**config.mk**
```make
export PLATFORM = sky130hd
export DESIGN_NAME = integer_to_radix_ascii_flat
export DESIGN_NICKNAME = d
export VERILOG_FILES = /design/src/itra_pkg.sv /design/src/itra_value_if.sv /design/src/itra_char_if.sv /design/src/itra_div.sv /design/src/integer_to_radix_ascii.sv /design/src/flat_wrapper.sv
export VERILOG_INCLUDE_DIRS = /design/src /design/src/src
export SDC_FILE = /design/constraint.sdc
export NUM_CORES = 1
export LEC_CHECK = 0
export ABC_AREA = 1
export BUFFER_PORTS_ARGS = -buffer_cell sky130_fd_sc_hd__buf_2
export CAP_MARGIN = 20
export CORE_UTILIZATION = 40
export DETAILED_ROUTE_END_ITERATION = 16
export GPL_TIMING_DRIVEN = 0
export SYNTH_ARGS = -nofsm -noshare
export SYNTH_HDL_FRONTEND = slang
export SYNTH_SLANG_ARGS = --single-unit
```
**constraint.sdc**
```tcl
create_clock -name clk -period 9.1 [get_ports clk]
set_input_delay 1.82 -clock clk [delete_from_list [all_inputs] [get_ports clk]]
set_output_delay 1.82 -clock clk [all_outputs]
set_load 0.005 [all_outputs]
```
**src/integer_to_radix_ascii_defines.svh**
```systemverilog
// Assertion macros for the RTL file that checks its own logic.
`ifndef INTEGER_TO_RADIX_ASCII_DEFINES_SVH
`define INTEGER_TO_RADIX_ASCII_DEFINES_SVH

// The condition must hold in the same cycle as the trigger.
`define ITRA_ASSERT_SAME(lbl, trig, cond) \
    lbl: assert property (@(posedge clk) disable iff (!rst_n) (trig) |-> (cond)) \
        else $error("itra assertion failed");

// The condition must hold in the cycle after the trigger.
`define ITRA_ASSERT_NEXT(lbl, trig, cond) \
    lbl: assert property (@(posedge clk) disable iff (!rst_n) (trig) |=> (cond)) \
        else $error("itra assertion failed");

`endif

```
**src/itra_pkg.sv**
```systemverilog
package itra_pkg;

    localparam int VALUE_BITS = 32;
    localparam int CNT_W      = $clog2(VALUE_BITS);
    localparam int RADIX_W    = 6;
    localparam int CHAR_W     = 7;
    localparam int DIGIT_AW   = $clog2(VALUE_BITS);

    localparam logic [RADIX_W-1:0] RADIX_MIN   = 6'd2;
    localparam logic [RADIX_W-1:0] RADIX_MAX   = 6'd36;
    localparam logic [RADIX_W-1:0] RADIX_RESET = 6'd10;

    localparam logic [CHAR_W-1:0] CHAR_ZERO  = 7'h30;
    localparam logic [CHAR_W-1:0] CHAR_A     = 7'h41;
    localparam logic [CHAR_W-1:0] CHAR_MINUS = 7'h2D;
    localparam logic [CHAR_W-1:0] DIGIT_TEN  = 7'd10;

    typedef struct packed {
        logic busy;
        logic done;
    } div_stat_t;

    typedef enum logic [4:0] {
        ST_IDLE = 5'b00001,
        ST_DIV  = 5'b00010,
        ST_SIGN = 5'b00100,
        ST_READ = 5'b01000,
        ST_OUT  = 5'b10000
    } state_t;

    function automatic logic [CHAR_W-1:0] digit_char(input logic [RADIX_W-1:0] d);
        logic [CHAR_W-1:0] dx;
        dx = CHAR_W'(d);
        if (dx <= 7'd9)
        begin
            return dx + CHAR_ZERO;
        end
        return dx - DIGIT_TEN + CHAR_A;
    endfunction

endpackage

```
**src/itra_value_if.sv**
```systemverilog
interface itra_value_if import itra_pkg::*; ();
    logic                         valid;
    logic                         ready;
    logic signed [VALUE_BITS-1:0] value;

    modport source (output valid, output value, input ready);
    modport sink   (input valid, input value, output ready);
endinterface

```
**src/itra_char_if.sv**
```systemverilog
interface itra_char_if import itra_pkg::*; ();
    logic              valid;
    logic              ready;
    logic [CHAR_W-1:0] character;
    logic              final_char;

    modport source (output valid, output character, output final_char, input ready);
    modport sink   (input valid, input character, input final_char, output ready);
endinterface

```
**src/itra_div.sv**
```systemverilog
module itra_div import itra_pkg::*; (
    input  logic                  clk,
    input  logic                  rst_n,
    input  logic                  start,
    input  logic [VALUE_BITS-1:0] dividend,
    input  logic [RADIX_W-1:0]    divisor,
    output div_stat_t             stat,
    output logic [VALUE_BITS-1:0] quotient,
    output logic [RADIX_W-1:0]    remainder
);

    logic                  busy_reg, busy_next;
    logic                  done_reg, done_next;
    logic [CNT_W-1:0]      cnt_reg, cnt_next;
    logic [VALUE_BITS-1:0] work_reg, work_next;
    logic [RADIX_W-1:0]    rem_reg, rem_next;
    logic [RADIX_W:0]      partial;
    logic                  fits;

    // Restoring division, one quotient bit per cycle. The dividend shifts out
    // of the top of the work register while quotient bits shift in below.
    assign partial = {rem_reg, work_reg[VALUE_BITS-1]};
    assign fits    = partial >= {1'b0, divisor};

    always_comb
    begin
        busy_next = busy_reg;
        done_next = 1'b0;
        cnt_next  = cnt_reg;
        work_next = work_reg;
        rem_next  = rem_reg;
        if (start)
        begin
            busy_next = 1'b1;
            cnt_next  = CNT_W'(VALUE_BITS - 1);
            work_next = dividend;
            rem_next  = '0;
        end
        else if (busy_reg)
        begin
            work_next = {work_reg[VALUE_BITS-2:0], fits};
            rem_next  = fits ? RADIX_W'(partial - {1'b0, divisor}) : partial[RADIX_W-1:0];
            cnt_next  = cnt_reg - 1'b1;
            if (cnt_reg == '0)
            begin
                busy_next = 1'b0;
                done_next = 1'b1;
            end
        end
    end

    always_ff @(posedge clk or negedge rst_n)
    begin
        if (!rst_n)
        begin
            busy_reg <= 1'b0;
            done_reg <= 1'b0;
            cnt_reg  <= '0;
        end
        else
        begin
            busy_reg <= busy_next;
            done_reg <= done_next;
            cnt_reg  <= cnt_next;
        end
    end

    always_ff @(posedge clk)
    begin
        work_reg <= work_next;
        rem_reg  <= rem_next;
    end

    assign stat.busy = busy_reg;
    assign stat.done = done_reg;
    assign quotient  = work_reg;
    assign remainder = rem_reg;

endmodule

```
**src/integer_to_radix_ascii.sv**
```systemverilog
// A value is divided by the radix once per digit on the one shared divider; a
// minus sign, when the value is negative, is sent before the digits, and each
// digit is read from the digit memory in ST_READ and sent from ST_OUT. A new value
// is accepted only once the last character of the previous one has been loaded.
// Reset (rst_n low, asynchronous) sets the radix to 10, empties the output
// register and returns the sequencer to idle.
`include "integer_to_radix_ascii_defines.svh"

module integer_to_radix_ascii import itra_pkg::*; (
    input  logic               clk,
    input  logic               rst_n,
    input  logic               cfg_we,
    input  logic [RADIX_W-1:0] cfg_wdata,
    itra_value_if.sink         number,
    itra_char_if.source        text
);

    state_t                state_reg, state_next;
    logic [RADIX_W-1:0]    radix_reg, radix_next;
    logic                  neg_reg, neg_next;
    logic [DIGIT_AW-1:0]   wr_idx_reg, wr_idx_next;
    logic [DIGIT_AW-1:0]   idx_reg, idx_next;
    logic                  out_valid_reg, out_valid_next;
    logic [CHAR_W-1:0]     out_char_reg, out_char_next;
    logic                  out_final_reg, out_final_next;
    logic [CHAR_W-1:0]     rd_reg;
    logic [CHAR_W-1:0]     digit_mem [VALUE_BITS];
    logic                  wr_en;
    logic                  out_load;
    logic                  out_free;

    logic                  in_neg;
    logic [VALUE_BITS-1:0] in_mag;
    logic                  div_start;
    logic [VALUE_BITS-1:0] div_dividend;
    div_stat_t             div_stat;
    logic [VALUE_BITS-1:0] div_quot;
    logic [RADIX_W-1:0]    div_rem;

    itra_div u_div (
        .clk       (clk),
        .rst_n     (rst_n),
        .start     (div_start),
        .dividend  (div_dividend),
        .divisor   (radix_reg),
        .stat      (div_stat),
        .quotient  (div_quot),
        .remainder (div_rem)
    );

    // The negation of the most negative value wraps to itself, which read
    // as unsigned is exactly its magnitude.
    assign in_neg   = number.value[VALUE_BITS-1];
    assign in_mag   = in_neg ? (~number.value + 1'b1) : number.value;
    assign out_free = !out_valid_reg || text.ready;

    always_comb
    begin
        radix_next = radix_reg;
        if (cfg_we)
        begin
            if (cfg_wdata < RADIX_MIN)
            begin
                radix_next = RADIX_MIN;
            end
            else if (cfg_wdata > RADIX_MAX)
            begin
                radix_next = RADIX_MAX;
            end
            else
            begin
                radix_next = cfg_wdata;
            end
        end
    end

    always_comb
    begin
        state_next     = state_reg;
        neg_next       = neg_reg;
        wr_idx_next    = wr_idx_reg;
        idx_next       = idx_reg;
        div_start      = 1'b0;
        div_dividend   = div_quot;
        wr_en          = 1'b0;
        out_load       = 1'b0;
        out_char_next  = out_char_reg;
        out_final_next = out_final_reg;
        case (state_reg)
            ST_IDLE:
            begin
                if (number.valid)
                begin
                    div_start    = 1'b1;
                    div_dividend = in_mag;
                    neg_next     = in_neg;
                    wr_idx_next  = '0;
                    state_next   = ST_DIV;
                end
            end
            ST_DIV:
            begin
                if (div_stat.done)
                begin
                    // Digits are stored least significant first.
                    wr_en       = 1'b1;
                    wr_idx_next = wr_idx_reg + 1'b1;
                    if (div_quot != '0)
                    begin
                        div_start = 1'b1;
                    end
                    else
                    begin
                        idx_next   = wr_idx_reg;
                        state_next = neg_reg ? ST_SIGN : ST_READ;
                    end
                end
            end
            ST_SIGN:
            begin
                if (out_free)
                begin
                    out_load       = 1'b1;
                    out_char_next  = CHAR_MINUS;
                    out_final_next = 1'b0;
                    state_next     = ST_READ;
                end
            end
            ST_READ:
            begin
                state_next = ST_OUT;
            end
            ST_OUT:
            begin
                if (out_free)
                begin
                    out_load       = 1'b1;
                    out_char_next  = rd_reg;
                    out_final_next = (idx_reg == '0);
                    if (idx_reg == '0)
                    begin
                        state_next = ST_IDLE;
                    end
                    else
                    begin
                        idx_next   = idx_reg - 1'b1;
                        state_next = ST_READ;
                    end
                end
            end
            default:
            begin
                state_next = ST_IDLE;
            end
        endcase
    end

    always_comb
    begin
        if (out_load)
        begin
            out_valid_next = 1'b1;
        end
        else if (text.ready)
        begin
            out_valid_next = 1'b0;
        end
        else
        begin
            out_valid_next = out_valid_reg;
        end
    end

    always_ff @(posedge clk or negedge rst_n)
    begin
        if (!rst_n)
        begin
            state_reg     <= ST_IDLE;
            radix_reg     <= RADIX_RESET;
            neg_reg       <= 1'b0;
            wr_idx_reg    <= '0;
            idx_reg       <= '0;
            out_valid_reg <= 1'b0;
        end
        else
        begin
            state_reg     <= state_next;
            radix_reg     <= radix_next;
            neg_reg       <= neg_next;
            wr_idx_reg    <= wr_idx_next;
            idx_reg       <= idx_next;
            out_valid_reg <= out_valid_next;
        end
    end

    always_ff @(posedge clk)
    begin
        out_char_reg  <= out_char_next;
        out_final_reg <= out_final_next;
    end

    always_ff @(posedge clk)
    begin
        if (wr_en)
        begin
            digit_mem[wr_idx_reg] <= digit_char(div_rem);
        end
        rd_reg <= digit_mem[idx_reg];
    end

    assign number.ready    = (state_reg == ST_IDLE);
    assign text.valid      = out_valid_reg;
    assign text.character  = out_char_reg;
    assign text.final_char = out_final_reg;

    `ITRA_ASSERT_SAME(a_ready_div_idle, number.ready, !div_stat.busy)
    `ITRA_ASSERT_SAME(a_start_div_idle, div_start, !div_stat.busy && !div_stat.done || state_reg == ST_DIV)
    `ITRA_ASSERT_SAME(a_radix_range, 1'b1, radix_reg >= RADIX_MIN && radix_reg <= RADIX_MAX)
    `ITRA_ASSERT_NEXT(a_last_char_idle, state_reg == ST_OUT && out_free && idx_reg == '0, state_reg == ST_IDLE && text.valid && text.final_char)

endmodule
```
**src/flat_wrapper.sv**
```systemverilog
// flat-port wrapper written by rule: the top's interface ports become plain ports
module integer_to_radix_ascii_flat import itra_pkg::*;
  (clk, rst_n, cfg_we, cfg_wdata, number_valid, number_value, number_ready, text_valid, text_character, text_final_char, text_ready);
  itra_value_if number_i ();
  itra_char_if text_i ();
  input  logic clk;
  input  logic rst_n;
  input  logic cfg_we;
  input  logic [RADIX_W-1:0] cfg_wdata;
  input wire logic [$bits(number_i.valid)-1:0] number_valid;
  input wire logic [$bits(number_i.value)-1:0] number_value;
  output wire logic [$bits(number_i.ready)-1:0] number_ready;
  output wire logic [$bits(text_i.valid)-1:0] text_valid;
  output wire logic [$bits(text_i.character)-1:0] text_character;
  output wire logic [$bits(text_i.final_char)-1:0] text_final_char;
  input wire logic [$bits(text_i.ready)-1:0] text_ready;
  assign number_i.valid = number_valid;
  assign number_i.value = number_value;
  assign number_ready = number_i.ready;
  assign text_valid = text_i.valid;
  assign text_character = text_i.character;
  assign text_final_char = text_i.final_char;
  assign text_i.ready = text_ready;
  integer_to_radix_ascii u_core (.clk(clk), .rst_n(rst_n), .cfg_we(cfg_we), .cfg_wdata(cfg_wdata), .number(number_i), .text(text_i));
endmodule
```
==> results.json <==
{
  "largest_reg_flops": 224,
  "first_global_vias": 10086,
  "min_period_ns": 3.32,
  "grt_max_degree": 33,
  "ys_warn_count": 0,
  "vias_per_cell": 5.14,
  "required_ns": 7.28,
  "async_flop_share_pct": 9.77,
  "p_per_area_nw_per_um2": 338,
  "dieArea_sq_um": 36700,
  "path_clk_slew_ns": 0.05,
  "drc": 0,
  "critical_path_class": "flop to output pin",
  "hp-class": "flop to flop",
  "first_iter_violations": 854,
  "tns_ns": 0,
  "h-tree-depth": 2,
  "nets": 1573,
  "worstPathArrival_ns": 1.50,
  "synth_fp_nets": 1479,
  "drv_slew": 0,
  "vias": 10271,
  "cp.buffers_inverters": 3,
  "fmax_mhz": 301,
  "worst_setup_path_end_kind": "output pin",
  "n_antenna_cell": 0,
  "clock_skew_ns": 0.0311,
  "synthesis.area_sq_um": 14400,
  "antenna_found_initial": 0,
  "slew_headroom_pct": 33.3,
  "drt_first_pass_iters": 6,
  "drt_wl_total_um": 35700,
  "gp_congestion": 0.973,
  "dp_hpwl_um": 25300,
  "syn_to_final_growth_pct": 15.3,
  "leakagePower_uw": 0.00631,
  "wl_per_cell_um": 17.9,
  "core_region_area_sq_um": 35500,
  "root_buffer": "clkbuf_16",
  "seq_area_frac_synth_pct": 62.2,
  "fin_crit_sh_pct": 36.5,
  "cpLargestDelayFamily": "buffers and inverters",
  "clk_latency_ns": 0.54,
  "fp.dieW_um": 192,
  "initial_utilization_pct": 40.5,
  "ys.flop_type": "edfxtp_1",
  "synth-seq-cells": 307,
  "setup_viol": 0,
  "ctsResizeCount": 0,
  "cts_buffer_depth": 3,
  "worst_setup_path_start_kind": "flop",
  "crit_fanout": 5,
  "postSynthAreaPerCell_sq_um": 10.2,
  "drv_cap": 0,
  "numCtsBuffers": 35,
  "status": "finished clean",
  "synth_edf_count": 264,
  "hold_slack_ns": 0.487,
  "final.fill_count": 3333,
  "grt_pass1_wl_um": 55700,
  "top_register": "u_core.digit_mem",
  "clock_sinks": 307,
  "crit_path_cell_trace": "inv_1 > nand4_2 > inv_2 > buf_2",
  "crit_slowest_cell": "dfrtp_1",
  "rsz0062_at_grt": "no",
  "cts.hold.buffers_added": 0,
  "cts_setup_buffers": 0,
  "drive_above_1_share_pct": 14.0,
  "final_antenna_net_count": 0,
  "io_pins": 53,
  "die_y_um": 192,
  "port_buffers": 51,
  "core.rowCount": 69,
  "syn_inst": 1416,
  "peakVddDrop_v": 0.000237,
  "yosys.cell_types.count": 47,
  "slowest_delay_ns": 0.39,
  "cts_tree": "built",
  "hold_violations": 0,
  "worst_slew_pin_slew_ns": 0.997,
  "grtUsageTotal_pct": 20.0,
  "grt_overflow": 0
}
cells in the final DEF, fill, tap and decap left out, drive strengths merged:
cell,instances
clkinv,12
o22ai,30
fa,1
a21oi,58
nand2,376
dfrtp,27
nor3,22
nor4,2
nand3b,4
ha,19
inv,83
mux2i,1
dfxtp,13
o21ai,114
bufinv,3
nand3,77
o21bai,1
a21boi,14
nor2,195
or2,5
clkbuf,70
o211ai,1
edfxtp,264
nand4,20
xor2,13
xnor2,15
dfstp,3
buf,93
layer usage:
metal / GRT usage, % / vias up / part of all wire [%]
met4: 6.59 / 0 / 2.9
met3: 3.51 / 63 / 6.3
met2: 32.7 / 304 / 47
met5: 0 / - / 0
li1: - / 5043 / -
met1: 27.0 / 4861 / 44
final timing paths:
| kind | startpoint | to | slack, ns | cells past startpoint |
|---|---|---|---|---|
| setup / recovery | u_core.state_reg[4]$_DFFE_PN0P_ | number_ready | 5.78 | 4 |
| hold / removal | u_core.radix_reg[2]$_DFFE_PN0P_ | u_core.radix_reg[2]$_DFFE_PN0P_ | 0.49 | 2 |
| setup reg to reg | u_core.u_div.remainder[0]$_SDFFE_PP0P_ | u_core.digit_mem[29][3]$_DFFE_PP_ | 6.45 | 8 |
| hold reg to reg | u_core.radix_reg[2]$_DFFE_PN0P_ | u_core.radix_reg[2]$_DFFE_PN0P_ | 0.49 | 2 |
| max in group asynchronous | rst_n | u_core.state_reg[4]$_DFFE_PN0P_ | 7.26 | 1 |
| min in group asynchronous | rst_n | u_core.idx_reg[0]$_DFFE_PN0P_ | 1.35 | 1 |
worst min-delay path, delay by kind of cell, from the launching register on:
kind,cells,cell delay [ns]
compound gates,1,0.06
simple gates,1,0.05
flops,1,0.34
stage by stage:
step / cell area [sq um] / cells / total power (uW) / utilization [%] / setup slack, ns
6_report: 16600 / 1997 / 5610 / 46.7 / 5.78
5_1_grt: 16600 / 1997 / 5920 / 46.7 / 5.71
4_1_cts: 16600 / 1997 / 5650 / 46.7 / 5.77
3_5_place_dp: 15400 / 1934 / 4250 / 43.5 / 5.64
3_3_place_gp: 15200 / 1928 / 4070 / 42.9 / 3.84
2_1_floorplan: 14400 / 1416 / 3380 / - / 5.39
cell type report:
class | count | area, sq um | area share, %
buffer | 59 | 338 | 2.04
clock buffer | 47 | 952 | 5.74
clock inverter | 16 | 185 | 1.12
inverter | 82 | 310 | 1.87
multi-input combinational | 968 | 4880 | 29.4
sequential | 307 | 8940 | 53.9
tap | 461 | 577 | 3.48
timing repair buffer | 57 | 400 | 2.41
power breakdown:
| group | internal [uW] | total (uW) | switching, uW |
|---|---|---|---|
| clock | 828 | 1390 | 565 |
| combinational | 646 | 2080 | 1430 |
| sequential | 2040 | 2140 | 95.3 |
kinds of logic after synthesis:
logic type      synth area share, %
compound gates                 8.70
simple gates                   21.0
mux                          0.0696
fa+ha+maj                      1.79
buf+inv                        4.51
flops                          62.2
xor+xnor                       1.71
cell usage after synthesis, types with 2 or more instances:
library cell | n | area, sq um
clkbuf_1 | 22 | 82.6
buf_1 | 3 | 11.3
dfxtp_1 | 13 | 260
xnor2_1 | 15 | 131
o21ai_1 | 3 | 15.0
o21ai_2 | 12 | 105
inv_2 | 6 | 22.5
nand2_1 | 365 | 1370
buf_4 | 6 | 45.0
xor2_1 | 13 | 114
buf_2 | 19 | 95.1
nand3_1 | 67 | 335
nand4_1 | 19 | 119
nand3_2 | 9 | 90.1
nand3b_1 | 4 | 30.0
nor2_2 | 10 | 62.6
a21boi_0 | 14 | 105
ha_1 | 19 | 238
o22ai_1 | 30 | 188
o21ai_4 | 2 | 32.5
o21ai_0 | 97 | 485
nor2_1 | 180 | 676
inv_1 | 74 | 278
a21oi_1 | 54 | 270
nor3_1 | 21 | 105
dfstp_2 | 3 | 78.8
nor2_4 | 4 | 45.0
buf_6 | 7 | 78.8
dfrtp_1 | 27 | 676
nor4_1 | 2 | 12.5
a21oi_2 | 4 | 35.0
nand2_2 | 10 | 62.6
edfxtp_1 | 264 | 7930
or2_2 | 5 | 31.3
Note: power is estimated with default switching activity, not from simulation.
